`src/rtl/rvid_pkg.sv`:
```
// ----------------------------------------------------------------------------
// rvid_pkg
// Types, encodings and lookup functions for the RV32I instruction decoder.
// ----------------------------------------------------------------------------
`default_nettype none

package rvid_pkg;

  // Major opcodes
  localparam logic [6:0] OPC_OP     = 7'h33;
  localparam logic [6:0] OPC_OP_IMM = 7'h13;
  localparam logic [6:0] OPC_LOAD   = 7'h03;
  localparam logic [6:0] OPC_JALR   = 7'h67;
  localparam logic [6:0] OPC_STORE  = 7'h23;
  localparam logic [6:0] OPC_BRANCH = 7'h63;
  localparam logic [6:0] OPC_LUI    = 7'h37;
  localparam logic [6:0] OPC_AUIPC  = 7'h17;
  localparam logic [6:0] OPC_JAL    = 7'h6f;

  localparam logic [6:0] F7_BASE = 7'h00;
  localparam logic [6:0] F7_ALT  = 7'h20;

  localparam logic [2:0] F3_ADD_SUB = 3'd0;
  localparam logic [2:0] F3_SLL     = 3'd1;
  localparam logic [2:0] F3_SRL_SRA = 3'd5;

  // ALU operations
  localparam logic [3:0] ALU_NONE = 4'd0;
  localparam logic [3:0] ALU_ADD  = 4'd1;
  localparam logic [3:0] ALU_SUB  = 4'd2;
  localparam logic [3:0] ALU_SLL  = 4'd3;
  localparam logic [3:0] ALU_LT   = 4'd4;
  localparam logic [3:0] ALU_LTU  = 4'd5;
  localparam logic [3:0] ALU_XOR  = 4'd6;
  localparam logic [3:0] ALU_SRL  = 4'd7;
  localparam logic [3:0] ALU_SRA  = 4'd8;
  localparam logic [3:0] ALU_OR   = 4'd9;
  localparam logic [3:0] ALU_AND  = 4'd10;
  localparam logic [3:0] ALU_EQ   = 4'd11;
  localparam logic [3:0] ALU_NE   = 4'd12;
  localparam logic [3:0] ALU_GE   = 4'd13;
  localparam logic [3:0] ALU_GEU  = 4'd14;
  localparam logic [3:0] ALU_PASS = 4'd15;

  // Operand selection
  localparam logic [1:0] OSEL_REG_REG = 2'd0;
  localparam logic [1:0] OSEL_REG_IMM = 2'd1;
  localparam logic [1:0] OSEL_PC_IMM  = 2'd2;

  // Jump kinds
  localparam logic [2:0] JMP_NONE     = 3'd0;
  localparam logic [2:0] JMP_JAL      = 3'd1;
  localparam logic [2:0] JMP_JALR     = 3'd2;
  localparam logic [2:0] JMP_BR_TAKEN = 3'd3;
  localparam logic [2:0] JMP_BR_NOT   = 3'd4;

  // Memory access kinds
  localparam logic [3:0] MEM_NONE = 4'd0;
  localparam logic [3:0] MEM_LB   = 4'd1;
  localparam logic [3:0] MEM_LH   = 4'd2;
  localparam logic [3:0] MEM_LW   = 4'd3;
  localparam logic [3:0] MEM_LBU  = 4'd4;
  localparam logic [3:0] MEM_LHU  = 4'd5;
  localparam logic [3:0] MEM_SB   = 4'd6;
  localparam logic [3:0] MEM_SH   = 4'd7;
  localparam logic [3:0] MEM_SW   = 4'd8;

  typedef struct packed {
    logic [31:0] instruction;
    logic [31:0] pc;
    logic        predicted_taken;
  } decode_in_t;

  typedef struct packed {
    logic [4:0]         src_reg_a;
    logic [4:0]         src_reg_b;
    logic [4:0]         dest_reg;
    logic               writeback_enable;
    logic [3:0]         alu_op;
    logic [1:0]         operand_select;
    logic [2:0]         jump_kind;
    logic signed [31:0] immediate;
    logic [31:0]        branch_target;
    logic [3:0]         mem_access;
    logic               illegal;
  } decode_out_t;

  // funct3 -> ALU op for OP / OP-IMM (base funct7)
  function automatic logic [3:0] arith_alu(input logic [2:0] f3);
    logic [3:0] op;
    case (f3)
      3'd0:    op = ALU_ADD;
      3'd1:    op = ALU_SLL;
      3'd2:    op = ALU_LT;
      3'd3:    op = ALU_LTU;
      3'd4:    op = ALU_XOR;
      3'd5:    op = ALU_SRL;
      3'd6:    op = ALU_OR;
      default: op = ALU_AND;
    endcase
    return op;
  endfunction

  // funct3 -> compare op for branches; NONE marks an undefined code
  function automatic logic [3:0] branch_alu(input logic [2:0] f3);
    logic [3:0] op;
    case (f3)
      3'd0:    op = ALU_EQ;
      3'd1:    op = ALU_NE;
      3'd4:    op = ALU_LT;
      3'd5:    op = ALU_GE;
      3'd6:    op = ALU_LTU;
      3'd7:    op = ALU_GEU;
      default: op = ALU_NONE;
    endcase
    return op;
  endfunction

  // funct3 -> load kind; NONE marks an undefined code
  function automatic logic [3:0] load_kind(input logic [2:0] f3);
    logic [3:0] k;
    case (f3)
      3'd0:    k = MEM_LB;
      3'd1:    k = MEM_LH;
      3'd2:    k = MEM_LW;
      3'd4:    k = MEM_LBU;
      3'd5:    k = MEM_LHU;
      default: k = MEM_NONE;
    endcase
    return k;
  endfunction

endpackage

`default_nettype wire

```
`src/rtl/rv32i_instruction_decoder.sv`:
```
// ----------------------------------------------------------------------------
// rv32i_instruction_decoder
// RV32I decode stage: instruction word, pc and prediction in, control fields out.
// ----------------------------------------------------------------------------
//
// Channel   Signals              Direction  Transfer
// --------  -------------------  ---------  -----------------------------------
// command   start, busy, request in         transaction on start && !busy
// result    done, result         out        valid for the one cycle done is high
//
// Path: the command is captured in an input register when it is accepted,
//   decoded by the combinational logic below and captured in the result
//   register, where done rises; the result is taken from the result register.
// Rate: one transaction per clock. busy is never raised, since both stages
//   advance every cycle.
// Reset: rst (synchronous, active high) clears both stage valid bits; the
//   payload registers are not reset.
// Stalls: none; the receiver takes each result in the cycle it is shown.
// The deepest path is the pc + immediate adder for branch_target.
// ----------------------------------------------------------------------------
`default_nettype none

module rv32i_instruction_decoder (
  input  wire logic                 clk,
  input  wire logic                 rst,
  input  wire logic                 start,
  output logic                      busy,
  input  wire rvid_pkg::decode_in_t request,
  output logic                      done,
  output rvid_pkg::decode_out_t     result
);
  import rvid_pkg::*;

  // Stage 1: captured command
  logic       in_valid;
  decode_in_t in_reg;

  // Decode fields of the captured word
  logic [31:0] ins;
  logic [6:0]  opcode;
  logic [4:0]  rd;
  logic [2:0]  f3;
  logic [4:0]  rs1;
  logic [4:0]  rs2;
  logic [6:0]  f7;
  logic [31:0] imm_i;
  logic [31:0] imm_s;
  logic [31:0] imm_b;
  logic [31:0] imm_j;
  logic [31:0] imm_u;

  decode_out_t dec;
  logic        bad;

  // The decoder never holds off a command.
  assign busy = 1'b0;

  always_ff @(posedge clk) begin
    if (rst) begin
      in_valid <= 1'b0;
    end else begin
      in_valid <= start && !busy;
    end
  end

  always_ff @(posedge clk) begin
    if (start && !busy) begin
      in_reg <= request;
    end
  end

  assign ins    = in_reg.instruction;
  assign opcode = ins[6:0];
  assign rd     = ins[11:7];
  assign f3     = ins[14:12];
  assign rs1    = ins[19:15];
  assign rs2    = ins[24:20];
  assign f7     = ins[31:25];

  // Sign-extended immediates of each format
  assign imm_i = {{20{ins[31]}}, ins[31:20]};
  assign imm_s = {{20{ins[31]}}, ins[31:25], ins[11:7]};
  assign imm_b = {{19{ins[31]}}, ins[31], ins[7], ins[30:25], ins[11:8], 1'b0};
  assign imm_j = {{11{ins[31]}}, ins[31], ins[19:12], ins[20], ins[30:21], 1'b0};
  assign imm_u = {ins[31:12], 12'h000};

  always_comb begin
    dec = '0;
    bad = 1'b0;
    unique case (opcode)
      OPC_OP: begin
        dec.src_reg_a        = rs1;
        dec.src_reg_b        = rs2;
        dec.dest_reg         = rd;
        dec.writeback_enable = 1'b1;
        dec.alu_op           = arith_alu(f3);
        if (f7 == F7_ALT && (f3 == F3_ADD_SUB || f3 == F3_SRL_SRA)) begin
          dec.alu_op = (f3 == F3_ADD_SUB) ? ALU_SUB : ALU_SRA;
        end else if (f7 != F7_BASE) begin
          bad = 1'b1;
        end
      end
      OPC_OP_IMM: begin
        dec.src_reg_a        = rs1;
        dec.dest_reg         = rd;
        dec.writeback_enable = 1'b1;
        dec.operand_select   = OSEL_REG_IMM;
        dec.immediate        = imm_i;
        dec.alu_op           = arith_alu(f3);
        if (f3 == F3_SLL || f3 == F3_SRL_SRA) begin
          // shift amount is the 5-bit shamt field only
          dec.immediate = {27'd0, rs2};
          if (f3 == F3_SRL_SRA && f7 == F7_ALT) begin
            dec.alu_op = ALU_SRA;
          end else if (f7 != F7_BASE) begin
            bad = 1'b1;
          end
        end
      end
      OPC_LOAD: begin
        dec.src_reg_a        = rs1;
        dec.dest_reg         = rd;
        dec.writeback_enable = 1'b1;
        dec.operand_select   = OSEL_REG_IMM;
        dec.alu_op           = ALU_ADD;
        dec.immediate        = imm_i;
        dec.mem_access       = load_kind(f3);
        bad                  = (load_kind(f3) == MEM_NONE);
      end
      OPC_JALR: begin
        dec.src_reg_a        = rs1;
        dec.dest_reg         = rd;
        dec.writeback_enable = 1'b1;
        dec.operand_select   = OSEL_REG_IMM;
        dec.alu_op           = ALU_ADD;
        dec.immediate        = imm_i;
        dec.jump_kind        = JMP_JALR;
        bad                  = (f3 != 3'd0);
      end
      OPC_STORE: begin
        dec.src_reg_a      = rs1;
        dec.src_reg_b      = rs2;
        dec.operand_select = OSEL_REG_IMM;
        dec.alu_op         = ALU_ADD;
        dec.immediate      = imm_s;
        dec.mem_access     = MEM_SB + {1'b0, f3};
        bad                = (f3 > 3'd2);
      end
      OPC_BRANCH: begin
        dec.src_reg_a     = rs1;
        dec.src_reg_b     = rs2;
        dec.jump_kind     = in_reg.predicted_taken ? JMP_BR_TAKEN : JMP_BR_NOT;
        dec.immediate     = imm_b;
        dec.branch_target = in_reg.pc + imm_b;
        dec.alu_op        = branch_alu(f3);
        bad               = (branch_alu(f3) == ALU_NONE);
      end
      OPC_LUI: begin
        dec.dest_reg         = rd;
        dec.writeback_enable = 1'b1;
        dec.operand_select   = OSEL_REG_IMM;
        dec.alu_op           = ALU_PASS;
        dec.immediate        = imm_u;
      end
      OPC_AUIPC: begin
        dec.dest_reg         = rd;
        dec.writeback_enable = 1'b1;
        dec.operand_select   = OSEL_PC_IMM;
        dec.alu_op           = ALU_ADD;
        dec.immediate        = imm_u;
      end
      OPC_JAL: begin
        dec.dest_reg         = rd;
        dec.writeback_enable = 1'b1;
        dec.jump_kind        = JMP_JAL;
        dec.immediate        = imm_j;
        dec.branch_target    = in_reg.pc + imm_j;
      end
      default: begin
        bad = 1'b1;
      end
    endcase
    // Any unsupported encoding collapses to a bare illegal flag.
    if (bad) begin
      dec         = '0;
      dec.illegal = 1'b1;
    end
  end

  // Stage 2: result register
  always_ff @(posedge clk) begin
    if (rst) begin
      done <= 1'b0;
    end else begin
      done <= in_valid;
    end
  end

  always_ff @(posedge clk) begin
    if (in_valid) begin
      result <= dec;
    end
  end

  // Every accepted command yields its result.
  a_latency: assert property (@(posedge clk) disable iff (rst)
    start && !busy |-> ##2 done)
    else $error("result missing two cycles after command");

  // No result without a command held in the input register (in_valid).
  a_no_spurious: assert property (@(posedge clk) disable iff (rst)
    !in_valid |=> !done)
    else $error("result strobe without a command");

  // An illegal result carries no other control.
  a_illegal_clean: assert property (@(posedge clk) disable iff (rst)
    done && result.illegal |-> result.writeback_enable == 1'b0 &&
      result.mem_access == MEM_NONE && result.jump_kind == JMP_NONE &&
      result.alu_op == ALU_NONE && result.dest_reg == 5'd0)
    else $error("illegal result with live control fields");

  // A destination is named only when the register file is written.
  a_dest_wb: assert property (@(posedge clk) disable iff (rst)
    done && !result.writeback_enable |-> result.dest_reg == 5'd0)
    else $error("dest_reg set without writeback");

endmodule

`default_nettype wire
```
`config.mk`:
```
export PLATFORM = sky130hd
export DESIGN_NAME = rv32i_instruction_decoder
export DESIGN_NICKNAME = d
export VERILOG_FILES = /design/src/rtl/rvid_pkg.sv /design/src/rtl/rv32i_instruction_decoder.sv
export SDC_FILE = /design/constraint.sdc
export NUM_CORES = 1
export LEC_CHECK = 0
export BUFFER_PORTS_ARGS = -buffer_cell sky130_fd_sc_hd__buf_4
export CAP_MARGIN = 40
export CORE_ASPECT_RATIO = 0.8
export CORE_UTILIZATION = 30
export DETAILED_ROUTE_END_ITERATION = 6
export SYNTH_ARGS = -nofsm -noshare
export SYNTH_HDL_FRONTEND = slang
export SYNTH_SLANG_ARGS = --single-unit
```
`constraint.sdc`:
```
create_clock -name clk -period 8.2 [get_ports clk]
set_clock_uncertainty 0.1 [all_clocks]
set_input_delay 1.64 -clock clk [delete_from_list [all_inputs] [get_ports clk]]
set_output_delay 1.64 -clock clk [all_outputs]
set_load 0.02 [all_outputs]
```
==> report_table.html <==
<table>
<tr><th>Metric</th><th>Value</th></tr>
<tr><th colspan="2">Status</th></tr>
<tr><td>Status</td><td>finished, final reports clean</td></tr>
<tr><th colspan="2">Clock tree</th></tr>
<tr><td>Count of cells resized by post-cts repair</td><td>0</td></tr>
<tr><td>Total clock sinks</td><td>161</td></tr>
<tr><td>CTS tree</td><td>built</td></tr>
<tr><td>H-tree depth</td><td>4</td></tr>
<tr><td>Clock Latency Late Sink</td><td>0.43 ns</td></tr>
<tr><td>Clock buffer count from CTS</td><td>17</td></tr>
<tr><td>Clk root buf</td><td>clkbuf_16</td></tr>
<tr><td>Max clock buf depth</td><td>2</td></tr>
<tr><td>Number of buffers inserted by post-CTS setup repair</td><td>0</td></tr>
<tr><td>Clock Pin Slew Worst Setup and Hold Paths</td><td>0.07 ns</td></tr>
<tr><td>CTS Hold Bufs</td><td>0</td></tr>
<tr><th colspan="2">Global route</th></tr>
<tr><td>Antenna violations before repair</td><td>0</td></tr>
<tr><td>Aggregate global-route resource usage</td><td>16.9%</td></tr>
<tr><td>Number of global-route vias before repair</td><td>5802</td></tr>
<tr><td>Wire length of the first global-routing pass</td><td>35300 µm</td></tr>
<tr><td>Largest net degree at the start of global routing</td><td>62</td></tr>
<tr><td>GR Overflow Total</td><td>0</td></tr>
<tr><th colspan="2">Worst setup path</th></tr>
<tr><td>Endpoint class of the critical path</td><td>flop</td></tr>
<tr><td>Sequence of cells on the critical path</td><td>and4b_1 -&gt; and2_1 -&gt; and3_1 -&gt; nand2_1 -&gt; nand2_1 -&gt; ha_1 -&gt; inv_1 -&gt; fa_1 -&gt; nor2b_1 -&gt; o211ai_1 -&gt; a21o_1 -&gt; a31oi_1 -&gt; a21oi_1 -&gt; mux2i_1</td></tr>
<tr><td>Slowest cell on the critical path</td><td>edfxtp_1</td></tr>
<tr><td>Worst path bufs/invs</td><td>1</td></tr>
<tr><td>Max Fanout on Critical Path</td><td>21</td></tr>
<tr><td>Kind of launch point of the worst setup path</td><td>flop</td></tr>
<tr><td>Largest delay contributor family on the critical path</td><td>simple AND/OR/NAND/NOR gates</td></tr>
<tr><td>Largest incremental delay on the critical path</td><td>0.79 ns</td></tr>
<tr><td>Required time of the critical path</td><td>8.28 ns</td></tr>
<tr><td>Worst setup path class</td><td>reg -&gt; reg</td></tr>
<tr><td>Worst EP arrival</td><td>4.43 ns</td></tr>
<tr><td>Most used cell, CP</td><td>nand2_1</td></tr>
<tr><th colspan="2">Timing</th></tr>
<tr><td>Setup TNS</td><td>0 ns</td></tr>
<tr><td>Transition time of the tightest slew-check pin</td><td>0.830 ns</td></tr>
<tr><td>Worst slew slack as a fraction of its limit</td><td>44.1%</td></tr>
<tr><td>Final period util</td><td>53.0%</td></tr>
<tr><td>Peak clock frequency supported by timing</td><td>230 MHz</td></tr>
<tr><td>Shortest period the worst path allows</td><td>4.35 ns</td></tr>
<tr><td>RSZ-0062 raised after global routing</td><td>false</td></tr>
<tr><td>Number of max-slew violations in the final report</td><td>0</td></tr>
<tr><td>Number of hold violations in the final report</td><td>0</td></tr>
<tr><td>Number of setup violations in the final report</td><td>0</td></tr>
<tr><th colspan="2">Yosys</th></tr>
<tr><td>Top_reg_cell synth</td><td>edfxtp_1</td></tr>
<tr><td>Cell count after synthesis</td><td>719</td></tr>
<tr><td>Average cell area after synthesis</td><td>11.5 µm²</td></tr>
<tr><td>Cell area after synthesis</td><td>0.00826 mm²</td></tr>
<tr><td>Cell accounting for the most synthesized area</td><td>edfxtp_1</td></tr>
<tr><td>Synthesized net count</td><td>827</td></tr>
<tr><td>Number of synthesized register bits</td><td>161</td></tr>
<tr><td>EDFF count, synth</td><td>159</td></tr>
<tr><td>Number of warning messages in the yosys log</td><td>0</td></tr>
<tr><td>Post-synth cell types</td><td>64</td></tr>
<tr><td>Proportion of synthesized chip area in sequential cells</td><td>58.3%</td></tr>
<tr><td>Area contributors post-synth</td><td>edfxtp_1 58%, ha_1 5.9%, a21oi_1 4.4%, nand2_1 3.7%, nor2_1 2.6%</td></tr>
<tr><td>Synth async-reset ratio</td><td>0%</td></tr>
<tr><td>Area share of the largest cell type after synthesis</td><td>57.8%</td></tr>
<tr><th colspan="2">Placement</th></tr>
<tr><td>Placer's final routability congestion estimate</td><td>0.876</td></tr>
<tr><td>Count of input and output buffers</td><td>162</td></tr>
<tr><td>DP Wirelength</td><td>17400 µm</td></tr>
<tr><td>Cell area after placement</td><td>0.00987 mm²</td></tr>
<tr><th colspan="2">Detailed routing</th></tr>
<tr><td>DRC marker count from the first detailed-route iteration</td><td>523</td></tr>
<tr><td>DRC Markers</td><td>0</td></tr>
<tr><td>Detailed-routing iteration count for the pre-antenna-repair pass</td><td>5</td></tr>
<tr><td>Per-cell routed wire length</td><td>18.9 µm</td></tr>
<tr><td>Post-DRT Antenna Nets</td><td>0</td></tr>
<tr><td>Total via count after detailed routing</td><td>6237</td></tr>
<tr><td>Detail-routed via count per cell</td><td>5.00</td></tr>
<tr><td>Final Routed Wirelength</td><td>23600 µm</td></tr>
<tr><th colspan="2">Cells and area</th></tr>
<tr><td>Net count reported at finish</td><td>985</td></tr>
<tr><td>Fraction of final layout cells with drive strength greater than 1</td><td>24.3%</td></tr>
<tr><td>Post-route design area</td><td>0.0104 mm²</td></tr>
<tr><td>Leading cell types in the layout, fill and taps excluded</td><td>165 x buf_4, 159 x edfxtp_1, 82 x nand2_1</td></tr>
<tr><td>Number of flip-flops in the largest register</td><td>94</td></tr>
<tr><td>Antenna Cells</td><td>0</td></tr>
<tr><td>Utilization of the core after routing</td><td>39.1%</td></tr>
<tr><td>Number of filler instances in the final layout</td><td>2615</td></tr>
<tr><td>Layout Area Growth over Synthesis</td><td>26.1%</td></tr>
<tr><td>Most frequent standard cell in the layout excluding fill and tap cells</td><td>buf_4</td></tr>
<tr><th colspan="2">Die</th></tr>
<tr><td>Die Y-Extent</td><td>150 µm</td></tr>
<tr><td>Initial standard-cell utilization of the core</td><td>31.0%</td></tr>
<tr><td>Width of the chip</td><td>188 µm</td></tr>
<tr><td>Number of standard-cell rows in the floorplan</td><td>53</td></tr>
<tr><td>Number of placed I/O pins</td><td>164</td></tr>
<tr><td>Core outline area</td><td>0.0267 mm²</td></tr>
<tr><td>Full die area</td><td>0.0282 mm²</td></tr>
<tr><th colspan="2">Min path</th></tr>
<tr><td>Type of the tightest min-delay check</td><td>reg -&gt; reg</td></tr>
<tr><th colspan="2">Power</th></tr>
<tr><td>Static power due to leakage</td><td>3.84 nW</td></tr>
<tr><td>Cell Pwr Density</td><td>205 mW/mm²</td></tr>
<tr><td>Maximum vdd drop</td><td>0.148 mV</td></tr>
<tr><td>Total power after layout</td><td>0.00213 W</td></tr>
<tr><th colspan="2">Job</th></tr>
<tr><td>Max-cap viol count</td><td>0</td></tr>
</table>
## cell families after synthesis
family                   after synthesis  share of synthesized area (%)
AND/OR/NAND/NOR                      260                           16.1
AO/OA/AOI/OAI                        186                           14.3
flip-flops                           161                           58.3
buffers and inverters                 49                           2.70
adder cells (fa/ha/maj)               40                           6.15
XOR/XNOR                              16                           1.70
multiplexers                           6                          0.727
other                                  1                         0.0454
## area by class of cell
| class | count | area (µm²) | area share (%) |
|---|---|---|---|
| timing repair buffer | 168 | 1310 | 12.6 |
| inverter | 20 | 75.1 | 0.720 |
| sequential | 161 | 4820 | 46.2 |
| tap | 357 | 447 | 4.29 |
| multi-input combinational | 509 | 3220 | 30.9 |
| clock inverter | 14 | 118 | 1.13 |
| clock buffer | 18 | 429 | 4.12 |
## cell usage after synthesis (3+ instances only)
library cell	number
o211ai_1	7
nor4_1	5
buf_2	12
a22oi_1	5
nand2b_1	7
xor2_1	8
ha_1	39
o21a_1	14
nor2_1	57
a21boi_0	4
nand4_1	6
a21oi_1	73
nor3b_1	4
nand3_1	12
nor3_2	8
a31oi_1	10
nor3_1	19
a211oi_1	4
o21ai_0	22
and3_1	9
nor2b_1	11
mux2i_1	6
clkbuf_1	11
a21o_1	23
and2_1	21
xnor2_1	8
and4_1	4
nand2_1	82
inv_1	19
edfxtp_1	159
o31ai_1	3
## report_power, final
part	switching, W	internal, W
combinational	0.000224	0.000157
sequential	0.0000471	0.000959
clock	0.000333	0.000415
## final timing paths
| kind | slack, ns | from | to | depth (start not counted) |
|---|---|---|---|---|
| setup / recovery | 3.85 | ins[5] | result[30] | 14 |
| hold / removal | 0.42 | in_reg[1] | result[5] | 1 |
| setup reg to reg | 3.85 | ins[5] | result[30] | 14 |
| hold reg to reg | 0.42 | in_reg[1] | result[5] | 1 |
## layer usage
layer | global-route usage (%) | vias to the layer above | part of all wire, %
li1 | - | 2996 | -
met1 | 25.6 | 2949 | 50
met2 | 22.8 | 265 | 40
met3 | 4.45 | 27 | 7.7
met4 | 5.81 | 0 | 1.7
met5 | 0 | - | 0
## stage by stage
step / std cells / worst slack (ns) / hold WS [ns]
after floorplan: 719 / 4.69 / 0.397
after global placement: 1211 / 4.00 / 0.404
after detailed placement: 1215 / 3.85 / 0.409
after CTS: 1247 / 3.85 / 0.424
after global routing: 1247 / 3.35 / 0.429
final: 1247 / 3.85 / 0.420
No activity file was read; power rests on OpenSTA's default activity.
